### src/hdl/spq_pkg.sv
// shared types and constants for the sorted priority queue
package spq_pkg;

   localparam int QUEUE_DEPTH   = 16;
   localparam int PRIO_BITS     = 8;
   localparam int VALUE_BITS    = 32;
   localparam int COUNT_BITS    = $clog2(QUEUE_DEPTH + 1);

   localparam logic [1:0] OP_INSERT = 2'd0;
   localparam logic [1:0] OP_POP    = 2'd1;
   localparam logic [1:0] OP_PEEK   = 2'd2;

   localparam logic [1:0] ST_OK    = 2'd0;
   localparam logic [1:0] ST_EMPTY = 2'd1;
   localparam logic [1:0] ST_FULL  = 2'd2;

   localparam logic [COUNT_BITS-1:0] COUNT_FULL = COUNT_BITS'(QUEUE_DEPTH);

   typedef struct packed {
      logic                  valid;
      logic [VALUE_BITS-1:0] value;
      logic [PRIO_BITS-1:0]  prio;
   } entry_type;

   typedef struct packed {
      logic                  insert;
      logic                  pop;
      logic [VALUE_BITS-1:0] value;
      logic [PRIO_BITS-1:0]  prio;
   } cmd_type;

endpackage

### src/hdl/spq_cell.sv
// one slot of the sorted chain: holds an entry and trades it with its neighbors
module spq_cell
   import spq_pkg::*;
(
   input  logic      clock,
   input  logic      reset,
   input  cmd_type   cmd,
   input  entry_type prev_entry,
   input  logic      prev_keep,
   input  entry_type next_entry,
   output entry_type entry,
   output logic      keep
);

   logic                  valid_ff, valid_in;
   logic [VALUE_BITS-1:0] value_ff, value_in;
   logic [PRIO_BITS-1:0]  prio_ff, prio_in;

   // entry stays put when it outranks or ties the new item
   assign keep = valid_ff && (prio_ff >= cmd.prio);

   always_comb begin
      valid_in = valid_ff;
      value_in = value_ff;
      prio_in  = prio_ff;
      if (cmd.insert) begin
         if (!keep) begin
            if (prev_keep) begin
               valid_in = 1'b1;
               value_in = cmd.value;
               prio_in  = cmd.prio;
            end else begin
               valid_in = prev_entry.valid;
               value_in = prev_entry.value;
               prio_in  = prev_entry.prio;
            end
         end
      end else if (cmd.pop) begin
         valid_in = next_entry.valid;
         value_in = next_entry.value;
         prio_in  = next_entry.prio;
      end
   end

   always_ff @(posedge clock) begin
      if (reset) begin
         valid_ff <= 1'b0;
      end else begin
         valid_ff <= valid_in;
      end
      value_ff <= value_in;
      prio_ff  <= prio_in;
   end

   assign entry.valid = valid_ff;
   assign entry.value = value_ff;
   assign entry.prio  = prio_ff;

endmodule

### src/hdl/sorted_priority_queue_core.sv
// top level of the sorted priority queue: cell chain, counter and result register
//
// usage
//   - an item is taken at a rising edge where start is high and busy is low;
//     req_opcode picks insert, pop or peek (unused code acts as a peek)
//   - every item gives exactly one result, shown for one cycle with rsp_valid
//     high in the cycle right after the item was taken
//   - latency is one cycle and one item may be taken every cycle: each cell
//     of the chain decides from its own compare and its neighbors alone
//   - the receiver cannot stall, so a result that is not taken is gone
//   - busy is high during reset and in the first cycle after it; the cells'
//     valid bits and the entry count clear at reset, payload is left alone
//   - result shows the queue after the item: head entry (zero if empty),
//     empty flag, count and status (ok, pop on empty, insert refused full)
//   - equal priorities leave in arrival order: a new item lands behind every
//     entry whose priority is greater or equal
module sorted_priority_queue_core
   import spq_pkg::*;
(
   input  logic                  clock,
   input  logic                  reset,
   input  logic                  start,
   output logic                  busy,
   input  logic [1:0]            req_opcode,
   input  logic signed [31:0]    req_item_value,
   input  logic [7:0]            req_item_priority,
   output logic                  rsp_valid,
   output logic signed [31:0]    rsp_head_value,
   output logic [7:0]            rsp_head_priority,
   output logic                  rsp_queue_empty,
   output logic [4:0]            rsp_entry_count,
   output logic [1:0]            rsp_status
);

   logic                  busy_ff;
   logic                  rsp_valid_ff;
   logic [1:0]            status_ff, status_in;
   logic [COUNT_BITS-1:0] count_ff, count_in;

   logic      accept;
   logic      is_full;
   logic      is_empty;
   cmd_type   cmd;
   entry_type entries [QUEUE_DEPTH];
   logic      keeps   [QUEUE_DEPTH];

   assign accept   = start && !busy_ff;
   assign is_full  = (count_ff == COUNT_FULL);
   assign is_empty = (count_ff == '0);

   // command broadcast to every cell; refused operations become no-ops
   always_comb begin
      cmd.insert = accept && (req_opcode == OP_INSERT) && !is_full;
      cmd.pop    = accept && (req_opcode == OP_POP) && !is_empty;
      cmd.value  = req_item_value;
      cmd.prio   = req_item_priority[PRIO_BITS-1:0];
   end

   // status and count for the result
   always_comb begin
      status_in = ST_OK;
      count_in  = count_ff;
      case (req_opcode)
         OP_INSERT: begin
            if (is_full) begin
               status_in = ST_FULL;
            end else begin
               count_in = count_ff + 1'b1;
            end
         end
         OP_POP: begin
            if (is_empty) begin
               status_in = ST_EMPTY;
            end else begin
               count_in = count_ff - 1'b1;
            end
         end
         default: begin
            status_in = ST_OK;
         end
      endcase
   end

   // chain of cells, slot 0 is the head
   genvar gi;
   generate
      for (gi = 0; gi < QUEUE_DEPTH; gi++) begin : g_cell
         entry_type prev_e;
         entry_type next_e;
         logic      prev_k;

         if (gi == 0) begin : g_first
            // nothing ranks ahead of the head, so the boundary always keeps
            assign prev_e = '0;
            assign prev_k = 1'b1;
         end else begin : g_mid
            assign prev_e = entries[gi-1];
            assign prev_k = keeps[gi-1];
         end

         if (gi == QUEUE_DEPTH - 1) begin : g_last
            assign next_e = '0;
         end else begin : g_body
            assign next_e = entries[gi+1];
         end

         spq_cell u_cell (
            .clock      (clock),
            .reset      (reset),
            .cmd        (cmd),
            .prev_entry (prev_e),
            .prev_keep  (prev_k),
            .next_entry (next_e),
            .entry      (entries[gi]),
            .keep       (keeps[gi])
         );
      end
   endgenerate

   always_ff @(posedge clock) begin
      if (reset) begin
         busy_ff      <= 1'b1;
         rsp_valid_ff <= 1'b0;
         count_ff     <= '0;
      end else begin
         busy_ff      <= 1'b0;
         rsp_valid_ff <= accept;
         if (accept) begin
            count_ff <= count_in;
         end
      end
      if (accept) begin
         status_ff <= status_in;
      end
   end

   // head fields come straight from slot 0, which already holds the new state
   assign busy              = busy_ff;
   assign rsp_valid         = rsp_valid_ff;
   assign rsp_head_value    = entries[0].valid ? entries[0].value : '0;
   assign rsp_head_priority = entries[0].valid ? entries[0].prio : '0;
   assign rsp_queue_empty   = (count_ff == '0);
   assign rsp_entry_count   = count_ff;
   assign rsp_status        = status_ff;

endmodule

### config.mk
export PLATFORM = sky130hd
export DESIGN_NAME = sorted_priority_queue_core
export DESIGN_NICKNAME = d
export VERILOG_FILES = /design/src/hdl/spq_pkg.sv /design/src/hdl/spq_cell.sv /design/src/hdl/sorted_priority_queue_core.sv
export SDC_FILE = /design/constraint.sdc
export NUM_CORES = 2
export LEC_CHECK = 0
export BUFFER_PORTS_ARGS = -buffer_cell sky130_fd_sc_hd__buf_2
export CAP_MARGIN = 20
export CORE_UTILIZATION = 63
export DETAILED_ROUTE_END_ITERATION = 12
export HOLD_SLACK_MARGIN = 0.15
export PLACE_DENSITY = 0.92
export SYNTH_ARGS = -nofsm -noshare
export SYNTH_HDL_FRONTEND = slang
export SYNTH_SLANG_ARGS = --single-unit
export TNS_END_PERCENT = 30
### constraint.sdc
create_clock -name clock -period 4.38 [get_ports clock]
set_input_delay 0.219 -clock clock [delete_from_list [all_inputs] [get_ports clock]]
set_output_delay 0.219 -clock clock [all_outputs]
set_load 0.1 [all_outputs]
Word level (Yosys, flattened, before mapping)
Index checks and enable logic that the tools add are counted.
Operators by class
  add/sub/neg operators: 2
  $lt $le $gt $ge: 16
  equal/unequal tests: 20
  multiplexer cells: 198
  reductions and logical operators: 45
Operators by type and width (count)
  32-bit two-way mux: 64
  8-bit two-way mux: 64
  8-bit greater-or-equal comparator: 16
  1-bit two-way mux: 65
  2-bit != test (second input constant): 18
  2-bit AND reduction: 16
  1-bit logical AND: 21
  5-bit two-way mux: 2
  5-bit case mux with 2 select lines: 1
  5-bit by 1-bit adder with 5-bit output (second input constant): 1
  5-bit equality test (second input constant): 1
  5-bit logical NOT: 1
  5-bit by 1-bit subtractor with 5-bit output (second input constant): 1
  2-bit case mux with 2 select lines: 1
  4-bit AND reduction: 1
  2-bit nonzero test: 2
  1-bit logical NOT: 3
  2-bit by 1-bit equality test with 1-bit output (second input constant): 1
  2-bit logical NOT: 1
  2-bit two-way mux: 1
Storage, ports and cells
  register bits after elaboration: 665
  input bits: 45
  output and inout port bits: 50
  logic and storage cells: 333

Longest topological paths before layout
  depth in word-level cells: 6
  mapped depth: 8
  gate-level depth less buffers: 8

Modules after synthesis
From an unflattened synthesis, not the netlist that was laid out.
Unflattened totals
  cell total of the unflattened synthesis: 3429
  area, all modules: 37524.7 µm²
Modules (own cells, without submodules)
  spq_cell: instances 16, cells each 208, area each 2297.2 µm², seq. area each 1221.2 µm²
  sorted_priority_queue_core: instances 1, cells each 101, area each 769.5 µm², seq. area each 200.2 µm²

Worst setup path before layout
Ideal clock, no wire load.
  path type: register to register
  start: reg count_ff[0] (netlist: rsp_entry_count[0])
  end: reg g_cell[0].u_cell.prio_ff[0], enable pin
  setup time: 0.398 ns
  arrival time: 3.123 ns
  required time: 3.982 ns
  path slack: 0.859 ns
  cell stages (with the launch flop): 8
  path buffers: 3
  clock period less this slack: 3.521 ns
  cell sequence: dfxtp_1 > nor4_2 > a2111oi_4 > buf_6 > buf_2 > buf_2 > nand2_1 > nand2_1
On the way
  word-level cells in the longest chain between the ends: 5
  elaborated cells on any way between the ends: 9
  those cells by class: eq/ne (2); reduce/logical (7)
Ends and longest elaborated chain
  from (decl): RTL line sorted_priority_queue_core.sv:38  | logic [COUNT_BITS-1:0] count_ff, count_in;
  from (signal assigned): RTL line sorted_priority_queue_core.sv:129  | count_ff <= count_in;
  5-bit equality test or 5-bit logical NOT (tied branches): RTL line sorted_priority_queue_core.sv:48, sorted_priority_queue_core.sv:49
  1-bit logical NOT, on equally long branches: RTL line sorted_priority_queue_core.sv:53, sorted_priority_queue_core.sv:54
  1-bit logical AND, on equally long branches: RTL line sorted_priority_queue_core.sv:53, sorted_priority_queue_core.sv:54
  2-bit != test (no source line) or 2-bit nonzero test (tied branches)
  2-bit AND reduction (no source line) *
  to (signal assigned): RTL line spq_cell.sv:52  | prio_ff <= prio_in;
  to (decl): RTL line spq_cell.sv:17  | logic [PRIO_BITS-1:0] prio_ff, prio_in;
Every way passes the cells marked *; elsewhere a longest branch is shown, timed or not.
A chain may end at the register's enable or synchronous reset.

Worst setup path after layout
  start: reg count_ff[0] (netlist: rsp_entry_count[0])
  end: reg g_cell[7].u_cell.value_ff[24] (data pin)
On the way
  word-level cells in the longest chain between the ends: 4
Ends and longest elaborated chain
  5-bit equality test: RTL line sorted_priority_queue_core.sv:48  | assign is_full = (count_ff == COUNT_FULL);
  1-bit logical NOT: RTL line sorted_priority_queue_core.sv:53  | cmd.insert = accept && (req_opcode == OP_INSERT) && !is_full;
  1-bit logical AND: RTL line sorted_priority_queue_core.sv:53
  32-bit two-way mux: RTL line spq_cell.sv:26  | if (cmd.insert) begin
  named net g_cell[7].u_cell.value_in[24]: RTL line spq_cell.sv:16  | logic [VALUE_BITS-1:0] value_ff, value_in;
  to (signal assigned): RTL line spq_cell.sv:51  | value_ff <= value_in;
  to (decl): RTL line spq_cell.sv:16
The timed path passes the listed nets, and every way through them passes these cells.

==> metrics <==
Mapped Nets=3480; WP depth=7; CTS tree=built; WP data required=4.79 ns; clock skew=0.01974 ns; EDFF count, synth=642; crit path time final=3.237 ns; CP most frequent cell=buf_4; Routed Antenna Nets=0; cell taking the most area after synthesis=edfxtp_1; largest net degree at the start of global routing=127; Starting Density=64.26%; R2R Path End=g_cell[7].u_cell.value_ff[24]; die width=237.5 um; CTS root buf=clkbuf_16; # IOs=95; dpl cells=3891; reg2reg setup slack=1.14 ns; Worst Setup EP=g_cell[7].u_cell.value_ff[24]; internal power=10540 uW; Synth Register Bits=665; Post-synth top flop=edfxtp_1; final setup violation count=0; syn avg cell area=10.57 sq um; Syn-to-layout area delta=8.598%; GRT overflow=0; Synth cell types=45; Synth area leaders=edfxtp_1, o211ai_1, nand2_1, nand3_1, ha_1; drt pass-1 iters=10; Post-DP HPWL=56720 um; sequential fraction of the synthesis area=56.52%; Tcrit/Tclk final=73.90%; CTS Sinks=665; status=complete, no violations; number of global-route vias before repair=29160; Data arrival, critical path=3.65 ns; Startpoint Class=register; CTS buffer count=67; Via density=7.293; share of cells above drive strength 1=8.578%; Die Y=237.5 um; CP Max Fanout=70; relative slew slack=27.39%; area share of the largest cell type after synthesis=55.20%; depth of the most critical reg-to-reg path=7; WS Path Type=reg2reg; Max Slew Vio Count=0; Sw Share=24.41%; post-synthesis cell count=3303; initial antenna violation count=1; Post-synth top cells=nand2_1, edfxtp_1, nand3_1; HP Class=in2reg; cell area after layout=37930 sq um; Max Fclk=308.9 MHz; Iter 0 DRT Violations=4868; Power Density=367.7 nW/um^2; DRC=0; maximum VDD drop=0.3896 mV; Crit path max-delay family=buffers and inverters; CTS clk-pin slew, worst paths=0.06 ns; Routed WL=101100 um; Final #Nets=3403; Final TNS setup=0 ns; leak pwr=0.01372 uW; Max stage delay on crit path=0.69 ns; Max Buffers Root-to-Sink=3; Synth Warn #=0; CP Cell Sequence=nor4_2, a2111oi_4, buf_4, buf_4, buf_4, nand3_1, o211ai_1; core area=54350 sq um; MaxCap Viol Count=0; Port Buffer Count=94; Die Area=56380 sq um; global-route wire length before repair=158000 um; placed instance area=35830 sq um; Final Wtd Congestion=0.8876; Non-Filler Instances=4016; Site Rows=85; sequential share of power=52.0%; CTS H-tree depth=3; count of final hold-check violations=0; Post-Syn Area=34920 sq um; RSZ-0062 raised after global routing=no; asr flop ratio synth=0%; combinational share of power=7.7%; NetSw=3404 uW; Via Count=29290; power share of the clock group=40.2%; worst r2r src=rsp_entry_count[0]; Worst-Skew Late Latency=0.62 ns; worst setup path start=rsp_entry_count[0]; DR WL/cell=25.16 um; Worst path slowest cell=buf_4; crit path buf inv count=3; Worst-Margin Slew=1.089 ns; global-route usage over all layers=35.64%; Resize count post-CTS=0; top-count cell post-synth=nand2_1; kind of end point of the critical path=register
[kinds of logic (layout without fill, tap and decap cells)]
logic type	after synthesis	after routing	share of synthesized area (%)
compound gates	700	700	15.22
simple gates	1426	1426	18.01
mux	42	42	1.204
other cells	0	1	0
xor+xnor	4	4	0.1003
flops	665	665	56.52
fa+ha+maj	132	132	4.750
buf+inv	334	307	4.202
[stage by stage]
stage               util (%)  power, uW  hold slack (ns)  setup slack, ns
finish                 69.79      13950           0.2665            1.143
global route           69.78      14250           0.2872           0.9950
CTS                    69.78      13890           0.2328            1.284
detailed placement     65.93       8400           0.5267           0.9829
global placement       65.93       8347           0.5162            1.108
floorplan                  -       8064           0.2467           0.8592
[flip-flops by register name, summed over array words and instances, names as in the netlist]
signal,flops
g_cell.u_cell.value_ff,512
busy,1
rsp_status,2
g_cell.u_cell.valid_ff,16
rsp_valid,1
g_cell.u_cell.prio_ff,128
rsp_entry_count,5
[layer usage]
metal / share of wire [%] / track usage (%) / wire, um
met1: 34 / 45.06 / 34030
met4: 5.9 / 21.54 / 5944
met3: 14 / 8.524 / 14430
met2: 46 / 55.89 / 46570
met5: 0.079 / 0.9524 / 80
[final cells by class]
cell class,instances,area [sq um]
tap,739,924.6
sequential,665,19740
antenna,1,2.502
inverter,26,97.59
clock buffer,88,1798
clock inverter,31,249.0
fill,3332,16420
timing repair buffer,162,1281
multi-input combinational,2304,13840
[worst min-delay path, delay by kind of cell]
kind / cells / cell delay [ns]
buffers and inverters: 1 / 0.07
AND/OR/NAND/NOR: 2 / 0.49
[layout by cell type, fill, tap and decap left out, types with 40 or more instances in the layout]
cell type  instances
buf_2             94
buf_4             40
and2_1            40
edfxtp_1         642
ha_1             131
nand3_1          562
mux2i_1           42
clkbuf_16         69
nand2_1          746
o211ai_1         547
[how the worst min path moves through the flow]
stage,start,to,depth (start not counted)
after global routing,req_item_value[21],g_cell[0].u_cell.value_ff[21],3
after global placement,g_cell[15].u_cell.value_ff[17],g_cell[14].u_cell.value_ff[17],2
final,req_item_value[22],g_cell[0].u_cell.value_ff[22],3
after CTS,req_item_value[27],g_cell[0].u_cell.value_ff[27],3
after detailed placement,rsp_entry_count[3],rsp_entry_count[3],2
after floorplan,reset,busy,0
[power groups by stage]
stage | logic, uW | registers (uW) | clock network, uW
after detailed placement | 1020 | 7380 | 0
final | 1080 | 7260 | 5610
after global routing | 1150 | 7270 | 5840
after floorplan | 696 | 7370 | 0
after CTS | 1040 | 7250 | 5590
after global placement | 974 | 7370 | 0
[timing repair]
action / CTS / global route
hold endpoints to repair: 7 / 0
buffers inserted: 0 / 0
hold buffers: 5 / 0
Note: power is estimated with default switching activity, not from simulation.
